**config.mk**
```make
export PLATFORM = sky130hd
export DESIGN_NAME = fixed_chunk_free_list_allocator
export DESIGN_NICKNAME = d
export VERILOG_FILES = /design/src/design/fcfl_pkg.sv /design/src/design/fixed_chunk_free_list_allocator.sv /design/src/design/fcfl_ram.sv /design/src/design/fcfl_ctrl.sv /design/src/design/fcfl_dp.sv
export SDC_FILE = /design/constraint.sdc
export NUM_CORES = 2
export LEC_CHECK = 0
export BUFFER_PORTS_ARGS = -buffer_cell sky130_fd_sc_hd__buf_2
export CAP_MARGIN = 10
export CORE_ASPECT_RATIO = 1.4
export CORE_MARGIN = 5
export CORE_UTILIZATION = 25
export DETAILED_ROUTE_END_ITERATION = 10
export PLACE_DENSITY = 0.42
export REMOVE_ABC_BUFFERS = 1
export SETUP_SLACK_MARGIN = 0.4
export SYNTH_ARGS = -nofsm -noshare
export SYNTH_HDL_FRONTEND = slang
export SYNTH_HIERARCHICAL = 1
export SYNTH_SLANG_ARGS = --single-unit
```
**constraint.sdc**
```tcl
create_clock -name i_clk -period 9.98 [get_ports i_clk]
set_input_delay 1.996 -clock i_clk [delete_from_list [all_inputs] [get_ports i_clk]]
set_output_delay 1.996 -clock i_clk [all_outputs]
set_load 0.1 [all_outputs]
```
**src/design/fcfl_pkg.sv**
```systemverilog
// ----------------------------------------------------------------------------
// fcfl_pkg: shared types and constants for the chunk free-list allocator
// Operation, status and register codes, sizes and the command/status
// structs between controller and datapath.
// ----------------------------------------------------------------------------
package fcfl_pkg;

    localparam int POOL_CHUNKS = 256;
    localparam int IDX_W       = $clog2(POOL_CHUNKS);
    localparam int LIVE_MAX    = (POOL_CHUNKS < 256) ? POOL_CHUNKS : 256;

    localparam int SIZE_W  = 16;
    localparam int COUNT_W = 9;
    localparam int CFG_IDX_W  = 2;
    localparam int CFG_DATA_W = 16;

    localparam logic [SIZE_W-1:0]  PTR_BYTES         = 16'd8;
    localparam logic [SIZE_W-1:0]  CHUNK_SIZE_RESET  = 16'd64;
    localparam logic [COUNT_W-1:0] CHUNKS_USE_RESET  = 9'd256;

    typedef enum logic [1:0] {
        FN_ALLOC   = 2'd0,
        FN_RELEASE = 2'd1,
        FN_CLEAN   = 2'd2,
        FN_NOP     = 2'd3
    } t_func;

    typedef enum logic [1:0] {
        ST_OK          = 2'd0,
        ST_EMPTY       = 2'd1,
        ST_TOO_LARGE   = 2'd2,
        ST_BAD_RELEASE = 2'd3
    } t_status;

    typedef enum logic [CFG_IDX_W-1:0] {
        CFG_CHUNK_SIZE    = 2'd0,
        CFG_CHUNKS_IN_USE = 2'd1
    } t_cfg_reg;

    typedef struct packed {
        logic load;     // latch the accepted request
        logic commit;   // apply the operation and fill the output register
    } t_dp_cmd;

    typedef struct packed {
        logic out_slot_free;  // output register empty or draining this cycle
    } t_dp_stat;

    // Clamp the configured chunk count to 1 .. LIVE_MAX.
    function automatic logic [COUNT_W-1:0] live_count(input logic [COUNT_W-1:0] n);
        logic [COUNT_W-1:0] res;
        res = n;
        if (n == '0) begin
            res = COUNT_W'(1);
        end else if (n > COUNT_W'(LIVE_MAX)) begin
            res = COUNT_W'(LIVE_MAX);
        end
        return res;
    endfunction

endpackage

```
**src/design/fixed_chunk_free_list_allocator.sv**
```systemverilog
// ----------------------------------------------------------------------------
// fixed_chunk_free_list_allocator: pool allocator with a LIFO free list
// Hands out and takes back equal-size chunks by index; the free chunks form
// a linked list kept in a table of next links.
// ----------------------------------------------------------------------------
//
//  channel  | handshake                 | payload
//  ---------+---------------------------+-------------------------------------
//  request  | i_in_valid / o_in_ready   | i_func, i_request_size, i_release_index
//  result   | o_out_valid / i_out_ready | o_granted_index, o_status, o_free_left
//  config   | i_cfg_valid / o_cfg_ready | i_cfg_index, i_cfg_data
//
//  Every request is latched, then the link of the current head is read
//  from the link RAM (registered read), then it commits. Clean clears
//  one valid bit per table entry at once instead of sweeping.
//  Reset (synchronous, active low) leaves the list as after a clean; no
//  clearing pass follows. A full output register holds the commit until
//  the result is taken, and the request side stays closed until the commit.
//  The config port is always ready.
//
module fixed_chunk_free_list_allocator
    import fcfl_pkg::*;
(
    input  logic                  i_clk,
    input  logic                  i_rst_n,
    // request
    input  logic                  i_in_valid,
    output logic                  o_in_ready,
    input  logic [1:0]            i_func,
    input  logic [SIZE_W-1:0]     i_request_size,
    input  logic [IDX_W-1:0]      i_release_index,
    // result
    output logic                  o_out_valid,
    input  logic                  i_out_ready,
    output logic [IDX_W-1:0]      o_granted_index,
    output logic [1:0]            o_status,
    output logic [COUNT_W-1:0]    o_free_left,
    // configuration
    input  logic                  i_cfg_valid,
    output logic                  o_cfg_ready,
    input  logic [CFG_IDX_W-1:0]  i_cfg_index,
    input  logic [CFG_DATA_W-1:0] i_cfg_data
);

    t_dp_cmd  dp_cmd;
    t_dp_stat dp_stat;

    // registers take every write transfer immediately
    assign o_cfg_ready = 1'b1;

    fcfl_ctrl u_ctrl (
        .i_clk      (i_clk),
        .i_rst_n    (i_rst_n),
        .i_in_valid (i_in_valid),
        .o_in_ready (o_in_ready),
        .i_stat     (dp_stat),
        .o_cmd      (dp_cmd)
    );

    fcfl_dp u_dp (
        .i_clk           (i_clk),
        .i_rst_n         (i_rst_n),
        .i_cmd           (dp_cmd),
        .o_stat          (dp_stat),
        .i_func          (i_func),
        .i_request_size  (i_request_size),
        .i_release_index (i_release_index),
        .i_cfg_valid     (i_cfg_valid),
        .i_cfg_index     (i_cfg_index),
        .i_cfg_data      (i_cfg_data),
        .o_out_valid     (o_out_valid),
        .i_out_ready     (i_out_ready),
        .o_granted_index (o_granted_index),
        .o_status        (o_status),
        .o_free_left     (o_free_left)
    );

`ifndef SYNTHESIS
    // one request in flight: an accepted transfer closes the request side
    a_one_in_flight: assert property (@(posedge i_clk) disable iff (!i_rst_n)
        (i_in_valid && o_in_ready) |=> !o_in_ready)
        else $error("request accepted while another is in flight");

    // a commit never overwrites a result that is still waiting
    a_no_overwrite: assert property (@(posedge i_clk) disable iff (!i_rst_n)
        dp_cmd.commit |-> (!o_out_valid || i_out_ready))
        else $error("result overwritten before transfer");

    // only a granted allocation carries a chunk index
    a_grant_zero: assert property (@(posedge i_clk) disable iff (!i_rst_n)
        (o_out_valid && o_status != ST_OK) |-> (o_granted_index == '0))
        else $error("nonzero index on a failed request");

    // free count never exceeds the pool
    a_free_bound: assert property (@(posedge i_clk) disable iff (!i_rst_n)
        o_out_valid |-> (o_free_left <= COUNT_W'(LIVE_MAX)))
        else $error("free count above pool size");
`endif

endmodule

```
**src/design/fcfl_ram.sv**
```systemverilog
// ----------------------------------------------------------------------------
// fcfl_ram: generic single-write, single-read RAM
// One write port and one read port, read data registered.
// ----------------------------------------------------------------------------
module fcfl_ram #(
    parameter int WIDTH = 8,
    parameter int DEPTH = 256
) (
    input  logic                     i_clk,
    input  logic                     i_we,
    input  logic [$clog2(DEPTH)-1:0] i_waddr,
    input  logic [WIDTH-1:0]         i_wdata,
    input  logic [$clog2(DEPTH)-1:0] i_raddr,
    output logic [WIDTH-1:0]         o_rdata
);

    logic [WIDTH-1:0] r_mem [DEPTH];
    logic [WIDTH-1:0] r_rdata;

    always_ff @(posedge i_clk) begin
        if (i_we) begin
            r_mem[i_waddr] <= i_wdata;
        end
        r_rdata <= r_mem[i_raddr];
    end

    assign o_rdata = r_rdata;

endmodule

```
**src/design/fcfl_ctrl.sv**
```systemverilog
// ----------------------------------------------------------------------------
// fcfl_ctrl: request sequencer
// Accept one request, wait in S_EXEC for the head link read, then commit
// once the output register can take the result.
// ----------------------------------------------------------------------------
module fcfl_ctrl
    import fcfl_pkg::*;
(
    input  logic     i_clk,
    input  logic     i_rst_n,
    input  logic     i_in_valid,
    output logic     o_in_ready,
    input  t_dp_stat i_stat,
    output t_dp_cmd  o_cmd
);

    typedef enum logic [1:0] {
        S_IDLE = 2'b01,
        S_EXEC = 2'b10
    } t_state;

    t_state r_state, n_state;

    always_comb begin
        n_state      = r_state;
        o_in_ready   = 1'b0;
        o_cmd.load   = 1'b0;
        o_cmd.commit = 1'b0;
        case (r_state)
            S_IDLE: begin
                o_in_ready = 1'b1;
                if (i_in_valid) begin
                    o_cmd.load = 1'b1;
                    n_state    = S_EXEC;
                end
            end
            S_EXEC: begin
                // hold until the result has a place to go
                if (i_stat.out_slot_free) begin
                    o_cmd.commit = 1'b1;
                    n_state      = S_IDLE;
                end
            end
            default: begin
                n_state = S_IDLE;
            end
        endcase
    end

    always_ff @(posedge i_clk) begin
        if (!i_rst_n) begin
            r_state <= S_IDLE;
        end else begin
            r_state <= n_state;
        end
    end

endmodule

```
**src/design/fcfl_dp.sv**
```systemverilog
// ----------------------------------------------------------------------------
// fcfl_dp: allocator datapath
// Configuration registers, head and free count, link table with valid
// bits, and the output register.
// ----------------------------------------------------------------------------
module fcfl_dp
    import fcfl_pkg::*;
(
    input  logic                  i_clk,
    input  logic                  i_rst_n,
    input  t_dp_cmd               i_cmd,
    output t_dp_stat              o_stat,
    input  logic [1:0]            i_func,
    input  logic [SIZE_W-1:0]     i_request_size,
    input  logic [IDX_W-1:0]      i_release_index,
    input  logic                  i_cfg_valid,
    input  logic [CFG_IDX_W-1:0]  i_cfg_index,
    input  logic [CFG_DATA_W-1:0] i_cfg_data,
    output logic                  o_out_valid,
    input  logic                  i_out_ready,
    output logic [IDX_W-1:0]      o_granted_index,
    output logic [1:0]            o_status,
    output logic [COUNT_W-1:0]    o_free_left
);

    // configuration
    logic [SIZE_W-1:0]  r_chunk_size;
    logic [COUNT_W-1:0] r_chunks_in_use;

    // latched request
    t_func              r_func;
    logic [SIZE_W-1:0]  r_req;
    logic [IDX_W-1:0]   r_rel;

    // list state
    logic [IDX_W-1:0]       r_head, n_head;
    logic [COUNT_W-1:0]     r_free, n_free;
    logic [POOL_CHUNKS-1:0] r_vld, n_vld;
    logic                   r_head_vld;

    // output register
    logic               r_out_valid, n_out_valid;
    logic [IDX_W-1:0]   r_granted, n_granted;
    t_status            r_status, n_status;
    logic [COUNT_W-1:0] r_free_left;

    logic [IDX_W-1:0]   ram_rdata;
    logic [IDX_W-1:0]   head_link;
    logic               link_we;
    logic [SIZE_W-1:0]  eff_size;
    logic [COUNT_W-1:0] live;

    fcfl_ram #(
        .WIDTH (IDX_W),
        .DEPTH (POOL_CHUNKS)
    ) u_link_ram (
        .i_clk   (i_clk),
        .i_we    (link_we),
        .i_waddr (r_rel),
        .i_wdata (r_head),
        .i_raddr (r_head),
        .o_rdata (ram_rdata)
    );

    assign o_stat.out_slot_free = !r_out_valid || i_out_ready;

    // an entry never written since clean links to its successor
    assign head_link = r_head_vld ? ram_rdata : r_head + IDX_W'(1);
    assign eff_size  = (r_chunk_size < PTR_BYTES) ? PTR_BYTES : r_chunk_size;
    assign live      = live_count(r_chunks_in_use);

    always_comb begin
        n_head      = r_head;
        n_free      = r_free;
        n_vld       = r_vld;
        n_granted   = '0;
        n_status    = ST_OK;
        link_we     = 1'b0;
        n_out_valid = i_out_ready ? 1'b0 : r_out_valid;
        if (i_cmd.commit) begin
            n_out_valid = 1'b1;
            case (r_func)
                FN_ALLOC: begin
                    if (r_req > eff_size) begin
                        n_status = ST_TOO_LARGE;
                    end else if (r_free == '0) begin
                        n_status = ST_EMPTY;
                    end else begin
                        n_granted = r_head;
                        n_head    = head_link;
                        n_free    = r_free - COUNT_W'(1);
                    end
                end
                FN_RELEASE: begin
                    if ({1'b0, r_rel} >= live || r_free >= live) begin
                        n_status = ST_BAD_RELEASE;
                    end else begin
                        link_we      = 1'b1;
                        n_vld[r_rel] = 1'b1;
                        n_head       = r_rel;
                        n_free       = r_free + COUNT_W'(1);
                    end
                end
                FN_CLEAN: begin
                    n_vld  = '0;
                    n_head = '0;
                    n_free = live;
                end
                default: begin
                end
            endcase
        end
    end

    always_ff @(posedge i_clk) begin
        if (!i_rst_n) begin
            r_chunk_size    <= CHUNK_SIZE_RESET;
            r_chunks_in_use <= CHUNKS_USE_RESET;
            r_head          <= '0;
            r_free          <= live_count(CHUNKS_USE_RESET);
            r_vld           <= '0;
            r_out_valid     <= 1'b0;
        end else begin
            if (i_cfg_valid) begin
                case (i_cfg_index)
                    CFG_CHUNK_SIZE:    r_chunk_size    <= i_cfg_data;
                    CFG_CHUNKS_IN_USE: r_chunks_in_use <= i_cfg_data[COUNT_W-1:0];
                    default: begin
                    end
                endcase
            end
            r_head      <= n_head;
            r_free      <= n_free;
            r_vld       <= n_vld;
            r_out_valid <= n_out_valid;
        end
    end

    // payload registers
    always_ff @(posedge i_clk) begin
        r_head_vld <= r_vld[r_head];
        if (i_cmd.load) begin
            r_func <= t_func'(i_func);
            r_req  <= i_request_size;
            r_rel  <= i_release_index;
        end
        if (i_cmd.commit) begin
            r_granted   <= n_granted;
            r_status    <= n_status;
            r_free_left <= n_free;
        end
    end

    assign o_out_valid     = r_out_valid;
    assign o_granted_index = r_granted;
    assign o_status        = r_status;
    assign o_free_left     = r_free_left;

endmodule

```
== Yosys cells after proc, flatten, opt, wreduce, memory -nomap -nowiden ==
Memory sizes are Yosys's and may differ from the RTL's. A register that Yosys moved wholly into a read port is not among the register bits.
Index checks and enable logic that the tools add are counted.

* Reductions and logical operators: 17
* $add $sub $neg: 3
* Magnitude comparators: 8
* Equal/unequal tests: 10
* Mux-type cells: 38
* Bitwise gates (word level): 2

{| class="wikitable"
|+ Operators by type and width
! cell !! number
|-
| $pmux W256 S2 || 1
|-
| $mux W256 || 1
|-
| $or A256 B256 Y256 || 1
|-
| $mux W9 || 6
|-
| $mux W8 || 4
|-
| $pmux W9 S3 || 1
|-
| $pmux W8 S3 || 1
|-
| $logic_not A9 Y1 || 2
|-
| $lt A8 B9 Y1 const B || 2
|-
| $gt A16 B16 Y1 || 1
|-
| $lt A16 B4 Y1 const B || 1
|-
| $mux W16 || 1
|-
| $mux W1 || 15
|-
| $ne A2 B2 Y1 const B || 5
|-
| $add A9 B1 Y9 const B || 1
|-
| $ge A8 B9 Y1 || 1
|-
| $ge A9 B9 Y1 || 1
|-
| $gt A9 B9 Y1 const B || 1
|-
| $sub A9 B1 Y9 const B || 1
|-
| $add A8 B1 Y8 const B || 1
|-
| $bmux W1 S8 || 1
|-
| $demux W1 S8 || 1
|-
| $ge A8 B1 Y1 const B || 1
|-
| $mux W2 || 4
|-
| other kinds (14) || 23
|}

* Memories kept: 1
* Bits in writable memories: 2048
* Bits in registers: 347
* Logic and storage cells: 93
* Bits of input ports: 49

{| class="wikitable"
|+ Memory list
! name !! words !! bits a word !! read ports !! clocked after memory_dff !! write ports !! RTL line !! source
|-
| u_dp.u_link_ram.r_mem || 256 || 8 || 1 || 1 || 1 || fcfl_ram.sv:17 || <nowiki>logic [WIDTH-1:0] r_mem [DEPTH];</nowiki>
|}

== Longest topological paths before layout ==
* Word-level depth: 10
* Gate-level depth with buffers: 14

== Hierarchy ==
Netlist, hierarchy kept.

{| class="wikitable"
|+ Modules (own cells, without submodules)
! module !! seq. area each (um^2) !! cells an instance !! instances !! area an instance (um^2)
|-
| fcfl_ram || 61659.1 || 3733 || 1 || 79556.3
|-
| fcfl_dp || 7357.1 || 1589 || 1 || 15566.2
|-
| fcfl_ctrl || 40.0 || 9 || 1 || 90.1
|-
| fixed_chunk_free_list_allocator || 0.0 || 2 || 1 || 11.3
|}

== Worst setup path before layout ==
Ideal clock, no wire load.

* Path type: register to register
* From: register u_dp.r_head[2]
* To: register u_dp.u_link_ram.r_rdata[3], in the netlist u_dp/u_link_ram/o_rdata[3], read port of u_dp.u_link_ram.r_mem
* Library setup time: 0.092 ns
* Path slack: 3.354 ns
* Path buffers: 2
* Data arrival time: 6.534 ns
* Stages on the path, launching flop included: 9
* Cells stage by stage: dfxtp_1 -> clkinv_1 -> buf_4 -> nor2_1 -> clkbuf_1 -> a22oi_1 -> a21oi_1 -> nor3_1 -> nor4_1

{| class="wikitable"
|+ RTL lines
! element !! RTL line !! source
|-
| from (decl) || fcfl_dp.sv:36 || <nowiki>logic [IDX_W-1:0] r_head, n_head;</nowiki>
|-
| from (signal assigned) || fcfl_dp.sv:132 || <nowiki>r_head <= n_head;</nowiki>
|-
| to (decl) || fcfl_ram.sv:18 || <nowiki>logic [WIDTH-1:0] r_rdata;</nowiki>
|}

== Worst setup path after layout ==
* From: register u_dp.r_chunks_in_use[5]
* To: memory u_dp.u_link_ram.r_mem[75][7] (enable)

* Longest elaborated chain between the ends: 10

{| class="wikitable"
|+ Ends and longest elaborated chain
! element !! RTL line !! source
|-
| from (decl) || fcfl_dp.sv:28 || <nowiki>logic [COUNT_W-1:0] r_chunks_in_use;</nowiki>
|-
| from (signal assigned) || fcfl_dp.sv:127 || <nowiki>CFG_CHUNKS_IN_USE: r_chunks_in_use <= i_cfg_data[COUNT_W-1:0];</nowiki>
|-
| $gt A9 B9 Y1 || fcfl_pkg.sv:55 || <nowiki>end else if (n > COUNT_W'(LIVE_MAX)) begin</nowiki>
|-
| $mux W9 || fcfl_pkg.sv:55 ||
|-
| $mux W9 * || fcfl_pkg.sv:53 || <nowiki>if (n == '0) begin</nowiki>
|-
| $ge A8 B9 Y1 or $ge A9 B9 Y1 (tied branches) || fcfl_dp.sv:95 || <nowiki>if ({1'b0, r_rel} >= live || r_free >= live) begin</nowiki>
|-
| $logic_or A1 B1 Y1 * || fcfl_dp.sv:95 ||
|-
| $mux W1 * || fcfl_dp.sv:95 ||
|-
| $mux W1 * || fcfl_dp.sv:82 || <nowiki>case (r_func)</nowiki>
|-
| $mux W1 * || fcfl_dp.sv:80 || <nowiki>if (i_cmd.commit) begin</nowiki>
|-
| net u_dp.link_we || fcfl_dp.sv:49 || <nowiki>logic link_we;</nowiki>
|-
| $mux W1 * || fcfl_ram.sv:21 || <nowiki>if (i_we) begin</nowiki>
|-
| $mux W1 (not written as such) * || fcfl_ram.sv:22 || <nowiki>r_mem[i_waddr] <= i_wdata;</nowiki>
|-
| to (decl) || fcfl_ram.sv:17 ||
|}

Mark *: on every way through the listed nets, which the timed path passes. The rest lies on a longest branch.

==> results.toml <==
[run_status]
status = "finished, final reports clean"

[floorplanning]
die_area_mm2 = 0.394
ios = 71
die_h_um = 740
start_util = 0.251
rows = 268
fp.dieW_um = 532
core_area_mm2 = 0.380

[synth]
netlist_area_mm2 = 0.0952
synthCells = 5333
yosysSeqAreaShare = 0.725
synth_edf_count = 2093
ys.flop_type = "edfxtp_1"
async_flop_share = 0
synth.distinct_cells = 78
synth_warnings = 6
syn_area_per_cell_um2 = 17.9
synth_seq_cells = 2403

[final_layout]
design.final.nets = 5517
fillCellCount = 37450
most-common-layout-cells = "edfxtp_1, nor2_1, mux4_2"
layout-drive-gt1-share = 0.203
mostFrequentLayoutCell = "edfxtp_1"
area_growth_pct = 14.4
final_util = 0.287

[timing]
slew_viol_final = 0
setup_tns_ns = 0
fin_crit_sh = 0.600
finClkSkew_ns = 0.0556
slew_headroom = 0.125
tightest_slew_ns = 1.31
finalSetupViolations = 0
layout_min_cycle_time_ns = 5.98
finalHoldViolations = 0
max_freq_mhz = 167
postLayoutSetupSlackWorst_ns = 4.00
rsz0062_at_grt = "no"

[drt]
vias_per_cell = 4.71
firstDrtPassIters = 6
ant_nets = 0
wl_um = 280000
drt_iter0_markers = 3889
drc = 0
num_vias = 49982
post_drt_wl_per_cell_um = 26.4

[placement]
portBuffers = 69
routabilityCongestion = 0.799
dp_hpwl_um = 177000
place_ws_ns = 4.13

[power_and_ir_drop]
leakage_nw = 36.6
power_mw = 20.1
irDropWorstVdd_uv = 154
cellPowerDensity_mw_per_mm2 = 185

[global_route]
overflow = 0
grt_max_degree = 233
grt_pass1_wl_um = 398000
grt_antenna_before_repair = 11
grt_pass1_vias = 52246
groute.usage.overall = 0.138

[hold_path]
worstHoldStart = "u_dp/r_chunk_size[0]"
hp-class = "reg -> reg"

[worst_setup_path]
slowest_stage = "nand4_1"
r2r_start = "u_dp/r_chunks_in_use[5]"
cp-startpoint = "u_dp/r_chunks_in_use[5]"
worst_ep_arrival_time_ns = 6.50
path_max_fanout = 19
end_kind = "flop"
crit_path_start_kind = "flop"
path_class = "reg -> reg"
required_ns = 10.49
crit_chain = "nor4_1 -> a21oi_1 -> nor2_1 -> ha_1 -> nor3b_1 -> o21ai_0 -> a211o_4 -> or3_1 -> nor3_2 -> buf_4 -> nand4_1 -> buf_4 -> nor2_1"
max_stage_delay_ns = 0.82

[cts]
cts_buffers = 234
cts.sinks = 2403
ctsResizeCount = 0
clockBufferDepth = 4
clock-root-buffer = "clkbuf_16"
clkTransAtPathRegs_ns = 0.07
insertion_delay_ns = 0.91
postCtsHoldBufs = 0
postCtsSetupRepairBufs = 0
cts_tree = "yes"
htree_levels = 4

[run]
max_cap_viol_count = 0
layer usage:
layer	vias up	global-route usage	part of all wire
met5	-	0	0
met4	0	0.0407	0.031
met3	393	0.0168	0.040
met2	1267	0.254	0.53
met1	26736	0.167	0.40
li1	21586	-	-
area by class of cell:
cell class	instances	area [µm²]	area share
inverters	27	101	0.000930
clock buffers	289	6290	0.0577
multi-input cells	2553	24300	0.223
flip-flops and latches	2403	69100	0.634
clock inverters	138	1380	0.0126
repair buffers	209	1600	0.0146
well taps	4995	6250	0.0573
diodes	4	10.0	0.0000918
state kept, by name, summed over array words and instances, names as in the netlist, 9 cells and up:
signal                 count
u_dp/r_free                9
u_dp/r_vld               256
u_dp/r_req                16
u_dp/r_chunks_in_use       9
u_dp/o_free_left           9
u_dp/u_link_ram/r_mem   2048
u_dp/r_chunk_size         16
synthesized netlist by cell type, drive strengths merged, types with 4 or more instances:
| cell type | n | area, µm² |
|---|---|---|
| o22a | 5 | 43.8 |
| dfxtp | 310 | 6210 |
| nor3 | 60 | 300 |
| o311ai | 4 | 35.0 |
| a211oi | 24 | 180 |
| o211ai | 18 | 135 |
| o221ai | 47 | 418 |
| mux2i | 151 | 1510 |
| xor2 | 6 | 52.6 |
| a22oi | 148 | 1110 |
| o22ai | 33 | 206 |
| and3 | 5 | 31.3 |
| inv | 25 | 93.8 |
| mux4 | 518 | 11700 |
| o41ai | 4 | 53.8 |
| o2111ai | 4 | 35.0 |
| clkbuf | 182 | 683 |
| o32ai | 8 | 77.6 |
| mux2 | 5 | 56.3 |
| edfxtp | 2093 | 62900 |
| nor3b | 6 | 50.1 |
| ha | 40 | 500 |
| nand2 | 124 | 465 |
| a221oi | 18 | 164 |
| a2111oi | 10 | 97.6 |
| nand3 | 69 | 345 |
| or2 | 5 | 31.3 |
| a22o | 10 | 87.6 |
| or3 | 7 | 43.8 |
| o21ai | 39 | 195 |
| and2 | 17 | 106 |
| nand4 | 19 | 119 |
| buf | 168 | 1260 |
| nor4 | 41 | 275 |
| a311oi | 6 | 52.6 |
| nor2 | 581 | 2180 |
| nand2b | 20 | 125 |
| nor2b | 42 | 263 |
| a21oi | 152 | 764 |
| a31oi | 9 | 56.3 |
| o21a | 259 | 1940 |
logic make-up (layout without fill, tap and decap cells):
group,after synthesis,count (layout),synth area share
AND/OR/NAND/NOR,1017,1017,0.0474
AO/OA/AOI/OAI,812,812,0.0607
XOR/XNOR,9,9,0.000828
buffers and inverters,377,663,0.0215
flip-flops,2403,2403,0.725
multiplexers,674,674,0.139
other,1,5,0.0000394
adder cells (fa/ha/maj),40,40,0.00526
path summary, 6_finish.rpt:
check / end / slack, ns / cells past startpoint
max: u_dp/u_link_ram/r_mem[75][7] / 4.00 / 13
max reg2reg: u_dp/u_link_ram/r_mem[75][7] / 4.00 / 13
min reg2reg: u_dp/r_chunk_size[0] / 0.45 / 2
min: u_dp/r_chunk_size[0] / 0.45 / 2
metrics by stage:
step                      std cells  area (µm²)  hold slack (ns)
final                         10618      109000            0.452
after global routing          10615      109000            0.471
after CTS                     10614      109000            0.454
after detailed placement      10187      101000            0.446
after global placement        10187      101000            0.441
after floorplan                4983       93300            0.432
report_power, final:
group	total, mW	switching [mW]	internal (mW)
logic	0.338	0.257	0.0807
clock network	8.98	3.89	5.09
registers	10.8	0.0173	10.8
worst max-delay path: cells and delay by family (launching register included):
kind | cells | cell delay, ns
buf+inv | 2 | 0.92
compound gates | 3 | 0.73
simple gates | 7 | 3.20
fa+ha+maj | 1 | 0.31
flops | 1 | 0.37
(Power assumes the default switching activity.)
